**config.mk**
```make
export PLATFORM = sky130hd
export DESIGN_NAME = dep_ctrl
export DESIGN_NICKNAME = d
export VERILOG_FILES = /design/src/hw/rtl/dep_pkg.sv /design/src/hw/rtl/dep_ctrl.sv
export SDC_FILE = /design/constraint.sdc
export NUM_CORES = 1
export LEC_CHECK = 0
export ABC_AREA = 1
export BUFFER_PORTS_ARGS = -buffer_cell sky130_fd_sc_hd__clkbuf_2
export CORE_UTILIZATION = 31
export DETAILED_ROUTE_END_ITERATION = 10
export GPL_TIMING_DRIVEN = 0
export HOLD_SLACK_MARGIN = 0.06
export PLACE_DENSITY = 0.64
export SLEW_MARGIN = 25
export SYNTH_ARGS = -nofsm -noshare
export SYNTH_HDL_FRONTEND = slang
export SYNTH_SLANG_ARGS = --single-unit
```
**constraint.sdc**
```tcl
create_clock -name clk -period 1.75 [get_ports clk]
set_clock_uncertainty 0.1 [all_clocks]
set_input_delay 0.175 -clock clk [delete_from_list [all_inputs] [get_ports clk]]
set_output_delay 0.175 -clock clk [all_outputs]
set_load 0.005 [all_outputs]
```
**src/hw/rtl/dep_pkg.sv**
```systemverilog
package dep_pkg;

  // Default sizes and reset values.
  localparam int POP_SIZE_DEF = 128;
  localparam int DIMS_DEF     = 32;
  localparam logic [15:0] DIFF_WEIGHT_RST = 16'd8192;
  localparam logic [47:0] MAX48 = 48'hFFFF_FFFF_FFFF;
  localparam logic signed [32:0] ONE_Q20 = 33'sd1048576;

  // Operation codes.
  localparam logic [2:0] OP_LDM   = 3'd0;
  localparam logic [2:0] OP_LDB   = 3'd1;
  localparam logic [2:0] OP_TRIAL = 3'd2;
  localparam logic [2:0] OP_SEL   = 3'd3;
  localparam logic [2:0] OP_RDB   = 3'd4;

  // Population read address selects.
  localparam logic [1:0] SEL_A = 2'd0;
  localparam logic [1:0] SEL_B = 2'd1;
  localparam logic [1:0] SEL_C = 2'd2;
  localparam logic [1:0] SEL_M = 2'd3;

  // Commands from the controller to the datapath.
  typedef struct packed {
    logic       accept;
    logic       pop_ld_wr;
    logic       best_ld_wr;
    logic       best_rd_dim;
    logic       elem_cap;
    logic [1:0] pop_sel;
    logic       cap_a;
    logic       cap_b;
    logic       cap_c;
    logic       cap_m;
    logic       mul_en;
    logic       tr_wr;
    logic       fit_rd;
    logic       fit_best;
    logic       score_ld;
    logic       decide;
    logic       cp_rd;
  } dep_cmd_t;

  // Status from the datapath to the controller.
  typedef struct packed {
    logic ok;
    logic repl;
  } dep_stat_t;

endpackage

```
**src/hw/rtl/dep_ctrl.sv**
```systemverilog
module dep_ctrl #(
  parameter int DIMS = dep_pkg::DIMS_DEF,
  parameter int CW   = $clog2(DIMS + 3)
) (
  input  logic              clk,
  input  logic              rst_n,
  input  logic              start,
  output logic              busy,
  input  logic [2:0]        in_op,
  input  dep_pkg::dep_stat_t stat,
  output dep_pkg::dep_cmd_t  cmd,
  output logic [CW-1:0]     cnt,
  output logic              out_valid
);

  localparam logic [2:0] S_IDLE  = 3'd0;
  localparam logic [2:0] S_LOAD  = 3'd1;
  localparam logic [2:0] S_FIT   = 3'd2;
  localparam logic [2:0] S_COPY  = 3'd3;
  localparam logic [2:0] S_TRIAL = 3'd4;
  localparam logic [2:0] S_RDW   = 3'd5;
  localparam logic [2:0] S_DONE  = 3'd6;

  localparam logic [CW-1:0] LAST_DIM = CW'(DIMS - 1);
  localparam logic [CW-1:0] N_DIMS   = CW'(DIMS);
  localparam logic [CW-1:0] FIT_END  = CW'(DIMS + 2);

  logic [2:0]    state_r, state_nxt;
  logic [CW-1:0] cnt_r, cnt_nxt;
  logic [2:0]    ph_r, ph_nxt;
  logic [2:0]    op_r, op_nxt;
  logic          ok_r, ok_nxt;

  assign busy      = (state_r != S_IDLE);
  assign out_valid = (state_r == S_DONE);
  assign cnt       = cnt_r;

  // Sequencing of each operation.
  always_comb begin
    state_nxt = state_r;
    cnt_nxt   = cnt_r;
    ph_nxt    = ph_r;
    op_nxt    = op_r;
    ok_nxt    = ok_r;
    cmd       = '0;
    cmd.pop_sel  = dep_pkg::SEL_M;
    cmd.fit_best = (op_r == dep_pkg::OP_LDB);
    unique case (state_r)
      S_IDLE: begin
        if (start) begin
          cmd.accept = 1'b1;
          op_nxt     = in_op;
          ok_nxt     = stat.ok;
          cnt_nxt    = '0;
          ph_nxt     = '0;
          state_nxt  = S_LOAD;
        end
      end
      S_LOAD: begin
        state_nxt = S_DONE;
        case (op_r)
          dep_pkg::OP_LDM: cmd.pop_ld_wr = ok_r;
          dep_pkg::OP_LDB: begin
            cmd.best_ld_wr = ok_r;
            if (ok_r) state_nxt = S_FIT;
          end
          dep_pkg::OP_TRIAL: if (ok_r) state_nxt = S_TRIAL;
          dep_pkg::OP_SEL:   if (ok_r) state_nxt = S_FIT;
          dep_pkg::OP_RDB: begin
            cmd.best_rd_dim = 1'b1;
            state_nxt       = S_RDW;
          end
          default: state_nxt = S_DONE;
        endcase
      end
      S_FIT: begin
        cmd.fit_rd = (cnt_r < N_DIMS);
        cnt_nxt    = cnt_r + 1'b1;
        if (cnt_r == FIT_END) begin
          cnt_nxt = '0;
          if (op_r == dep_pkg::OP_LDB) begin
            cmd.score_ld = 1'b1;
            state_nxt    = S_DONE;
          end else begin
            cmd.decide = 1'b1;
            state_nxt  = stat.repl ? S_COPY : S_DONE;
          end
        end
      end
      S_COPY: begin
        cmd.cp_rd = (cnt_r < N_DIMS);
        cnt_nxt   = cnt_r + 1'b1;
        if (cnt_r == N_DIMS) state_nxt = S_DONE;
      end
      S_TRIAL: begin
        ph_nxt = ph_r + 1'b1;
        case (ph_r)
          3'd0: cmd.pop_sel = dep_pkg::SEL_A;
          3'd1: begin
            cmd.pop_sel = dep_pkg::SEL_B;
            cmd.cap_a   = 1'b1;
          end
          3'd2: begin
            cmd.pop_sel = dep_pkg::SEL_C;
            cmd.cap_b   = 1'b1;
          end
          3'd3: cmd.cap_c = 1'b1;
          3'd4: begin
            cmd.cap_m  = 1'b1;
            cmd.mul_en = 1'b1;
          end
          default: begin
            cmd.tr_wr = 1'b1;
            ph_nxt    = '0;
            cnt_nxt   = cnt_r + 1'b1;
            if (cnt_r == LAST_DIM) state_nxt = S_DONE;
          end
        endcase
      end
      S_RDW: begin
        cmd.elem_cap = ok_r;
        state_nxt    = S_DONE;
      end
      S_DONE: state_nxt = S_IDLE;
      default: state_nxt = S_IDLE;
    endcase
  end

  // Control registers.
  always_ff @(posedge clk) begin
    if (!rst_n) begin
      state_r <= S_IDLE;
      cnt_r   <= '0;
      ph_r    <= '0;
      op_r    <= '0;
      ok_r    <= 1'b0;
    end else begin
      state_r <= state_nxt;
      cnt_r   <= cnt_nxt;
      ph_r    <= ph_nxt;
      op_r    <= op_nxt;
      ok_r    <= ok_nxt;
    end
  end

`ifndef SYNTHESIS
  // An accepted item always makes the block busy.
  assert property (@(posedge clk) disable iff (!rst_n) (start && !busy) |=> busy)
    else $error("accepted item did not start work");
  // A result is shown for one cycle only.
  assert property (@(posedge clk) disable iff (!rst_n) out_valid |=> !out_valid)
    else $error("result strobe longer than one cycle");
  // Trial writes only happen for the trial operation.
  assert property (@(posedge clk) disable iff (!rst_n)
    cmd.tr_wr |-> (op_r == dep_pkg::OP_TRIAL && ok_r))
    else $error("trial write outside trial build");
  // The copy follows only a replacing decision.
  assert property (@(posedge clk) disable iff (!rst_n)
    (state_r == S_FIT && state_nxt == S_COPY) |-> stat.repl)
    else $error("copy without replacement");
`endif

endmodule

```
==> impl_metrics.py, run 1 <==
metrics = {
    "run_status": {
        "outcome": "finished, final reports clean",
    },
    "placement": {
        "placement.io_buffers": 32,
        "dp_hpwl_mm": 2.154,
        "gpl.final_weighted_congestion": 0.8726,
    },
    "drt": {
        "drt.antenna.violating_nets": 0,
        "first_pass_iters": 4,
        "dr.first_iter.drc_count": 37,
        "detail_routed_net_length_per_standard_cell_um": 10.30,
        "drc_errors": 0,
        "detail_route.wirelength_mm": 2.760,
        "route.vias.total": 1250,
        "avgViaCountPerCell": 4.664,
    },
    "synthesis": {
        "postSynthRegisterBits": 16,
        "postSynthAreaPerCell_um2": 6.705,
        "synth-seq-area-share": 0.2596,
        "synth-async-reset-ratio": 0,
        "primary_flip_flop_cell_chosen_by_synthesis_mapping": "sky130_fd_sc_hd__dfxtp_1",
        "yosysWarnings": 0,
        "synth-edff-count": 0,
        "ys_types": 30,
        "post_synth_instance_area_mm2": 0.001234,
        "postSynthCellCount": 184,
        "synthesis.nets": 200,
    },
    "layout": {
        "filler_cell_count": 425,
        "final_net_count": 238,
        "drive_above_1_share": 0.3273,
        "synthToLayoutAreaGrowth_pct": 24.75,
        "layout_commonest_cell": "sky130_fd_sc_hd__nand2_1",
        "layout_common_cells": "sky130_fd_sc_hd__nand2_1 (35), sky130_fd_sc_hd__clkbuf_2 (32), sky130_fd_sc_hd__nor2_1 (25)",
        "antenna_cells_inserted": 0,
    },
    "worst_setup_path": {
        "timing.critical_path.slowest_stage_cell": "sky130_fd_sc_hd__dfxtp_2",
        "timing.critical_path.slowest_cell_delay_ns": 0.35,
        "worstSetupPathType": "flip-flop to output port",
        "path_cells": "inv_2 -> ha_1 -> o21ai_2 -> nand2_2 -> nor2_2 -> clkbuf_2",
        "worstPathBufferInverterCount": 2,
        "cpLargestDelayFamily": "flip-flops",
        "setup.worst_path.end_class": "output port",
        "worst_ep_arrival_time_ns": 1.41,
        "worstPathRequired_ns": 1.47,
        "setup.worst_path.start_class": "flip-flop",
        "cp_max_fo": 5,
    },
    "timing": {
        "number_of_endpoints_with_negative_hold_slack_in_the_final_report": 0,
        "fmaxAchievable_ghz": 0.5938,
        "max_slew.worst_pin.slew_ns": 0.3970,
        "final.min_clock_period_ns": 1.684,
        "finalSetupViolCount": 0,
        "timing.slew.headroom": 0.7333,
        "rsz0062_at_grt": "false",
        "finalCritPeriodShare": 0.9624,
        "setup-tns-final_ns": 0,
        "final_max_slew_viol_count": 0,
    },
    "cts": {
        "cts_made_buffers": 3,
        "clockBufferDepth": 2,
        "clk_pin_slew_ns": 0.06,
        "clock_tree.htree_level_count": 1,
        "tritoncts_num_sinks": 16,
        "cts.repair_timing.setup_buffer_count": 0,
        "tritoncts": "built",
        "cts_root_buffer": "sky130_fd_sc_hd__clkbuf_8",
        "insertion_delay_ns": 0.25,
    },
    "pwr": {
        "cellPowerDensity_mw_per_mm2": 1335,
        "p_leak_uw": 0.0007011,
        "ir_worst_vdd_uv": 542.9,
        "design_power_total_uw": 2054,
    },
    "die": {
        "fp.coreArea_mm2": 0.003744,
        "initial_core_utilization": 0.3295,
        "io_pins": 34,
        "die_width_um": 65.09,
        "die_area_mm2": 0.004236,
        "floorplan.die.height_um": 65.09,
        "floorplan.rows": 22,
    },
    "global_routing": {
        "via_count_of_the_first_global_routing_pass": 1086,
        "number_of_antenna_violations_at_the_first_check_in_global_routing": 0,
        "largest_net_degree_at_the_start_of_global_routing": 11,
        "global_route_overflow": 0,
        "grt.total_usage": 0.1378,
        "first_pass_grt_wire_length_mm": 4.574,
    },
    "hold_path": {
        "hp-class": "input port to flip-flop",
    },
    "job": {
        "timing.max_cap.violations": 0,
    },
}
[synthesized netlist by cell type (2+ instances only)]
cell,count,share of area
sky130_fd_sc_hd__a21oi_1,15,0.061
sky130_fd_sc_hd__nor3_1,3,0.012
sky130_fd_sc_hd__ha_1,8,0.081
sky130_fd_sc_hd__o21ai_2,2,0.014
sky130_fd_sc_hd__nand4_1,3,0.015
sky130_fd_sc_hd__nand3_2,3,0.024
sky130_fd_sc_hd__inv_2,5,0.015
sky130_fd_sc_hd__o21ai_0,10,0.041
sky130_fd_sc_hd__nand3_1,12,0.049
sky130_fd_sc_hd__nor2_2,6,0.030
sky130_fd_sc_hd__nand2_4,3,0.027
sky130_fd_sc_hd__dfxtp_1,16,0.26
sky130_fd_sc_hd__nand2_1,36,0.11
sky130_fd_sc_hd__inv_1,21,0.064
sky130_fd_sc_hd__nor2_1,26,0.079
[sequential cells by signal (all words and copies together), names as in the netlist]
name,cells
cnt,6
op_r,3
ph_r,3
state_r,3
ok_r,1
[metal layers]
| metal | vias up | share of wire | track usage |
|---|---|---|---|
| met4 | 0 | 0.021 | 0.05978 |
| met1 | 541 | 0.50 | 0.1757 |
| met2 | 29 | 0.44 | 0.2279 |
| met5 | - | 0 | 0 |
| met3 | 7 | 0.039 | 0.02113 |
| li1 | 673 | - | - |
[area by class of cell]
class,instances,area [um2],share of cell area
buffer,3,38.79,0.02520
clock buffer,3,41.29,0.02683
inverter,28,112.6,0.07317
multi-input combinational,137,790.8,0.5138
sequential,16,325.3,0.2114
tap,48,60.06,0.03902
timing repair buffer,33,170.2,0.1106
[repair_timing]
action,4_1_cts,5_1_grt
pin swaps,1,1
setup endpoints to repair,6,11
gates resized for setup,5,8
gates cloned,0,0
hold endpoints to repair,1,0
hold buffers,1,0
[stage by stage]
stage | setup slack, ns | hold WS [ns] | area [um2] | util | std cells
final | 0.06581 | 0.1003 | 1539 | 0.4111 | 268
after global routing | 0.007340 | 0.1121 | 1539 | 0.4111 | 268
after CTS | 0.01103 | 0.1014 | 1518 | 0.4054 | 268
after detailed placement | -0.05808 | 0.3004 | 1454 | 0.3884 | 264
after global placement | -0.06260 | 0.2992 | 1454 | 0.3884 | 264
after floorplan | 0.1429 | 0.2678 | 1234 | - | 184
[worst register-to-register path, delay by kind of cell, from the launching register on]
kind                       cells  cell delay (ns)
and+or+nand+nor                4             0.42
AOI/OAI and AO/OA              2             0.37
DFF                            1             0.35
adders and majority gates      1             0.22
buffers and inverters          1             0.07
[kinds of logic (layout without fill, tap and decap cells)]
family,after synthesis,count (layout),synth area share
AOI/OAI and AO/OA,31,31,0.1481
xor gates and xnor gates,1,1,0.007101
adders and majority gates,8,8,0.08114
buffers and inverters,31,67,0.1227
DFF,16,16,0.2596
and+or+nand+nor,97,97,0.3814
[worst paths after layout]
path | start | endpoint | slack (ns) | cells after the start
max | ph_r[0]$_SDFFE_PN0P_ | cmd[5] | 0.07 | 6
max reg2reg | ph_r[0]$_SDFFE_PN0P_ | cnt[1]$_SDFFE_PN0P_ | 0.12 | 8
min | in_op[0] | op_r[0]$_SDFFE_PN0P_ | 0.10 | 3
min reg2reg | ph_r[1]$_SDFFE_PN0P_ | ph_r[1]$_SDFFE_PN0P_ | 0.40 | 2
[report_power, final]
part	total (uW)	switching, uW	internal, uW
clock network	279	127	153
logic	1230	798	434
registers	544	91.0	453
total	2050	1020	1040
No activity file was read; power rests on OpenSTA's default activity.
==> inputs of run 2 (changes only) <==
Settings changed: CTS_BUF_LIST set to sky130_fd_sc_hd__clkbuf_4, PLACE_DENSITY 0.64 to not set, PLACE_DENSITY_LB_ADDON set to 0.05.
==> impl_metrics.py, run 2 (synthesized netlist as in run 1, its figures left out) <==
metrics = {
    "placement": {
        "placement.io_buffers": 32,
        "numPlacedInstances": 264,
        "placement.setup.worst_slack_ns": -0.06675,
        "dp_hpwl_mm": 2.398,
        "gpl.final_weighted_congestion": 0.8430,
    },
    "worst_setup_path": {
        "worst-r2r-cell-count": 9,
        "worstPathRequired_ns": 1.47,
        "path_cells": "inv_2 -> nor3_4 -> nand4_1 -> nor2_1 -> clkbuf_2",
        "cpLargestDelayFamily": "simple AND/OR/NAND/NOR gates",
        "worstSetupPathType": "flip-flop to output port",
        "worstPathBufferInverterCount": 2,
        "timing.critical_path.slowest_stage_cell": "sky130_fd_sc_hd__dfxtp_4",
        "setup.worst_path.start_class": "flip-flop",
        "worst_ep_arrival_time_ns": 1.41,
        "setup.worst_path.end_class": "output port",
        "logic_depth_of_the_worst_path_buffers_included": 5,
        "timing.critical_path.slowest_cell_delay_ns": 0.41,
        "cp_max_fo": 7,
    },
    "drt": {
        "wl_met2_mm": 1.385,
        "dr.first_iter.drc_count": 53,
        "route.vias.total": 1293,
        "wl_met1_mm": 1.436,
        "route.met3.wl_um": 163,
        "first_pass_iters": 4,
        "detail_routed_net_length_per_standard_cell_um": 11.11,
        "drc_errors": 0,
        "drt.antenna.violating_nets": 0,
        "detail_route.wirelength_mm": 3.032,
        "avgViaCountPerCell": 4.736,
        "top_layer_used": "met4",
    },
    "pwr": {
        "power.share.switching": 0.5031,
        "power.net_switching_uw": 1037,
        "power.clock.fraction": 0.101,
        "sequentialPowerShare": 0.269,
        "power.combinational.fraction": 0.630,
        "p_int_uw": 1025,
        "cellPowerDensity_mw_per_mm2": 1281,
        "p_leak_uw": 0.0007262,
        "ir_worst_vdd_uv": 635.1,
    },
    "timing": {
        "min_setup_slack_post_route_ns": 0.06727,
        "timing.slew.headroom": 0.6833,
        "max_slew.worst_pin.slew_ns": 0.4714,
        "fmaxAchievable_ghz": 0.5943,
        "number_of_endpoints_with_negative_hold_slack_in_the_final_report": 0,
        "finalSetupViolCount": 0,
        "finalCritPeriodShare": 0.9616,
        "rsz0062_at_grt": "true",
        "final.min_clock_period_ns": 1.683,
        "final_max_slew_viol_count": 0,
    },
    "die": {
        "die_width_um": 65.09,
        "floorplan.rows": 22,
        "fp.coreArea_mm2": 0.003744,
        "initial_core_utilization": 0.3295,
        "io_pins": 34,
        "floorplan.die.height_um": 65.09,
        "die_area_mm2": 0.004236,
    },
    "job": {
        "timing.max_cap.violations": 0,
    },
    "cts": {
        "clock_tree.htree_level_count": 1,
        "cts_made_buffers": 3,
        "cts_root_buffer": "sky130_fd_sc_hd__clkbuf_4",
        "tritoncts": "built",
        "clockBufferDepth": 2,
        "clk_pin_slew_ns": 0.10,
        "insertion_delay_ns": 0.29,
        "tritoncts_num_sinks": 16,
    },
    "layout": {
        "final_core_utilization": 0.4301,
        "antenna_cells_inserted": 0,
        "drive_above_1_share": 0.3422,
        "synthToLayoutAreaGrowth_pct": 30.53,
        "ff_latch_area_um2": 332.8,
        "largest_register_ff_count": 6,
        "layout_commonest_cell": "sky130_fd_sc_hd__nand2_1",
        "layout_common_cells": "sky130_fd_sc_hd__nand2_1 (35), sky130_fd_sc_hd__clkbuf_2 (32), sky130_fd_sc_hd__nor2_1 (26)",
        "multi_input_comb_area_um2": 828.3,
        "final_net_count": 242,
        "filler_cell_count": 441,
        "final_cells": 273,
    },
    "global_routing": {
        "grt.total_usage": 0.1480,
        "largest_net_degree_at_the_start_of_global_routing": 11,
        "first_pass_grt_wire_length_mm": 4.864,
        "via_count_of_the_first_global_routing_pass": 1171,
        "number_of_antenna_violations_at_the_first_check_in_global_routing": 0,
        "global_route_overflow": 0,
    },
    "hold_path": {
        "hp-class": "input port to flip-flop",
        "hold-path-cell-count": 3,
    },
    "run_status": {
        "outcome": "finished, final reports clean",
    },
}
run 2: changes by cell type in the layout (fill, tap and decap cells not counted), moves of 2 or more:
cell / before / now
sky130_fd_sc_hd__buf_4: 1 / 3
sky130_fd_sc_hd__clkbuf_4: 0 / 3
sky130_fd_sc_hd__clkbuf_8: 3 / 0
sky130_fd_sc_hd__dfxtp_2: 4 / 1
sky130_fd_sc_hd__dfxtp_4: 0 / 3
sky130_fd_sc_hd__ha_1: 7 / 5
sky130_fd_sc_hd__ha_4: 0 / 3
sky130_fd_sc_hd__nor2_2: 7 / 5
run 2: path summary, 6_finish.rpt:
path / from / end / slack (ns)
setup reg to reg: ph_r[0]$_SDFFE_PN0P_ / cnt[5]$_SDFFE_PN0P_ / 0.07
hold / removal: in_op[0] / op_r[0]$_SDFFE_PN0P_ / 0.07
hold reg to reg: cnt[0]$_SDFFE_PN0P_ / cnt[0]$_SDFFE_PN0P_ / 0.40
setup / recovery: state_r[1]$_SDFFE_PN0P_ / cmd[2] / 0.07
run 2: worst min-delay path, cell delays in order:
cell	delay (ns)
sky130_fd_sc_hd__clkbuf_2	0.07
sky130_fd_sc_hd__o21ai_0	0.08
sky130_fd_sc_hd__a21oi_1	0.10
run 2: cell type report:
| class | count | share of cell area |
|---|---|---|
| repair buffers | 37 | 0.1282 |
| clock inverters | 1 | 0.002331 |
| plain buffers | 3 | 0.02409 |
| well taps | 48 | 0.03730 |
| multi-input cells | 137 | 0.5144 |
| clock buffers | 3 | 0.01399 |
| inverters | 28 | 0.07304 |
| flip-flops and latches | 16 | 0.2067 |
run 2: power by group through the flow:
stage | clock (uW) | combinational, uW | sequential, uW
floorplan | 0 | 909 | 526
global placement | 0 | 1190 | 540
detailed placement | 0 | 1190 | 539
CTS | 218 | 1230 | 534
global route | 226 | 1450 | 565
finish | 207 | 1300 | 556
run 2: routing by layer:
layer,vias up,global-route usage
met1,569,0.1904
met2,40,0.2500
met3,5,0.01761
li1,679,-
met4,0,0.05707
met5,-,0
run 2: what timing repair did:
action / in CTS / in global routing
pin swaps: 2 / 8
endpoints found under the setup margin: 9 / 13
setup buffers: 1 / 2
resized for setup: 7 / 18
hold buffers: 2 / 0
hold endpoints to repair: 8 / 0
run 2: stage by stage:
step / TNS, ns / instance area, um2 / power (uW) / hold WS (ns)
global placement: -0.2444 / 1454 / 1732 / 0.3102
detailed placement: -0.2633 / 1454 / 1730 / 0.3109
global route: -0.1225 / 1610 / 2237 / 0.09355
CTS: 0 / 1521 / 1981 / 0.07052
finish: 0 / 1610 / 2062 / 0.06936
floorplan: 0 / 1234 / 1435 / 0.2678
==> inputs of run 3 (changes only) <==
Settings changed: HOLD_SLACK_MARGIN 0.06 to 0.08.
Clock period 1.75 ns to 1.6 ns, I/O delays scaled along.
==> impl_metrics.py, run 3 (synthesized netlist as in run 1, its figures left out) <==
metrics = {
    "global_routing": {
        "number_of_antenna_violations_at_the_first_check_in_global_routing": 0,
        "grt.total_usage": 0.1620,
        "largest_net_degree_at_the_start_of_global_routing": 11,
        "via_count_of_the_first_global_routing_pass": 1242,
        "first_pass_grt_wire_length_mm": 5.313,
        "global_route_overflow": 0,
    },
    "cts": {
        "insertion_delay_ns": 0.29,
        "cts_root_buffer": "sky130_fd_sc_hd__clkbuf_4",
        "tritoncts_num_sinks": 16,
        "clock_tree.htree_level_count": 1,
        "tritoncts": "built",
        "clk_pin_slew_ns": 0.10,
        "clockBufferDepth": 2,
        "cts_made_buffers": 3,
    },
    "placement": {
        "dp_hpwl_mm": 2.381,
        "gpl.final_weighted_congestion": 0.8430,
        "placement.io_buffers": 32,
        "detailed_place.area_mm2": 0.001454,
        "numPlacedInstances": 264,
    },
    "pwr": {
        "cellPowerDensity_mw_per_mm2": 1419,
        "ir_worst_vdd_uv": 716.7,
        "p_leak_uw": 0.0007778,
    },
    "drt": {
        "wl_met2_mm": 1.588,
        "top_layer_used": "met4",
        "dr.first_iter.drc_count": 21,
        "first_pass_iters": 4,
        "detail_routed_net_length_per_standard_cell_um": 11.74,
        "avgViaCountPerCell": 4.720,
        "route.vias.total": 1331,
        "route.met3.wl_um": 125,
        "wl_met1_mm": 1.527,
        "detail_route.wirelength_mm": 3.312,
        "drt.antenna.violating_nets": 0,
        "drc_errors": 0,
    },
    "die": {
        "fp.coreArea_mm2": 0.003744,
        "initial_core_utilization": 0.3295,
        "die_width_um": 65.09,
        "die_area_mm2": 0.004236,
        "io_pins": 34,
        "floorplan.rows": 22,
        "floorplan.die.height_um": 65.09,
    },
    "layout": {
        "final_net_count": 251,
        "synthToLayoutAreaGrowth_pct": 42.90,
        "layout_commonest_cell": "sky130_fd_sc_hd__nand2_1",
        "filler_cell_count": 400,
        "largest_register_ff_count": 6,
        "layout_common_cells": "sky130_fd_sc_hd__nand2_1 (33), sky130_fd_sc_hd__clkbuf_2 (27), sky130_fd_sc_hd__nor2_1 (23)",
        "final_cells": 282,
        "antenna_cells_inserted": 0,
        "drive_above_1_share": 0.4145,
        "finish.instance_area_mm2": 0.001763,
    },
    "timing": {
        "setup-tns-final_ns": -0.09477,
        "min_setup_slack_post_route_ns": -0.05290,
        "finalSetupViolCount": 3,
        "max_slew.worst_pin.slew_ns": 0.4733,
        "number_of_endpoints_with_negative_hold_slack_in_the_final_report": 0,
        "final_max_slew_viol_count": 0,
        "fmaxAchievable_ghz": 0.6050,
        "rsz0062_at_grt": "true",
        "final.min_clock_period_ns": 1.653,
        "timing.slew.headroom": 0.6820,
        "finalCritPeriodShare": 1.033,
    },
    "hold_path": {
        "hp-class": "input port to flip-flop",
        "hold-path-cell-count": 6,
    },
    "worst_setup_path": {
        "setup.worst_path.start_class": "flip-flop",
        "setup.worst_path.end_class": "output port",
        "worst-r2r-cell-count": 8,
        "cp_max_fo": 4,
        "worstPathRequired_ns": 1.34,
        "worst_ep_arrival_time_ns": 1.39,
        "worstSetupPathType": "flip-flop to output port",
    },
    "run_status": {
        "violations_in_the_final_reports": "setup timing",
        "outcome": "finished with violations",
    },
    "job": {
        "timing.max_cap.violations": 0,
    },
}
==> run 3: cell types whose count changed in the layout (fill, tap and decap cells not counted), sizes merged <==
cell and change:
buf +11, clkbuf -5, dlygate4sd3 +3
==> run 3: worst paths after layout <==
check	start	end	slack, ns
worst min register to register	cnt[0]$_SDFFE_PN0P_	cnt[0]$_SDFFE_PN0P_	0.40
worst max-delay path	ph_r[1]$_SDFFE_PN0P_	cmd[5]	-0.05
worst min-delay path	stat[0]	state_r[2]$_SDFFE_PN0P_	0.20
worst max register to register	ph_r[1]$_SDFFE_PN0P_	cnt[1]$_SDFFE_PN0P_	0.02
==> run 3: area by class of cell <==
| cell class | instances | area, um2 | area share |
|---|---|---|---|
| multi-input combinational | 137 | 894.6 | 0.5075 |
| sequential | 16 | 340.3 | 0.1930 |
| timing repair buffer | 47 | 289.0 | 0.1639 |
| inverter | 28 | 125.1 | 0.07097 |
| tap | 48 | 60.06 | 0.03407 |
| buffer | 2 | 27.53 | 0.01561 |
| clock buffer | 3 | 22.52 | 0.01278 |
| clock inverter | 1 | 3.754 | 0.002129 |
==> run 3: worst max-delay path: stages, from the launching register on <==
cell and delay (ns):
sky130_fd_sc_hd__dfxtp_4 0.40, sky130_fd_sc_hd__inv_4 0.05, sky130_fd_sc_hd__ha_4 0.17, sky130_fd_sc_hd__o21ai_4 0.18, sky130_fd_sc_hd__nand2_4 0.09, sky130_fd_sc_hd__nor2_1 0.08
sky130_fd_sc_hd__buf_2 0.11
==> run 3: layer usage <==
| layer | GRT usage | vias up |
|---|---|---|
| met5 | 0 | - |
| li1 | - | 693 |
| met4 | 0.07609 | 0 |
| met2 | 0.2734 | 30 |
| met1 | 0.2021 | 602 |
| met3 | 0.02113 | 6 |
==> run 3: per-stage QoR <==
step	hold WS (ns)	setup slack (ns)	power [uW]	util
floorplan	0.2528	0.03088	1572	-
global placement	0.2952	-0.1747	1896	0.3884
detailed placement	0.2932	-0.1749	1897	0.3884
CTS	0.2087	-0.08357	2358	0.4499
global route	0.2487	-0.1184	2702	0.4709
finish	0.1984	-0.05290	2502	0.4709
==> run 3: what timing repair did <==
item / CTS / global route
gates resized for setup: 33 / 21
hold buffers: 5 / 0
endpoints found under the hold margin: 12 / 0
pin swaps: 9 / 10
setup endpoints to repair: 17 / 20
gates cloned: 0 / 0
setup buffers: 7 / 3
==> run 3: power by group <==
group	internal [uW]	switching [uW]
sequential	508	146
combinational	646	970
clock	90.8	141
total	1240	1260
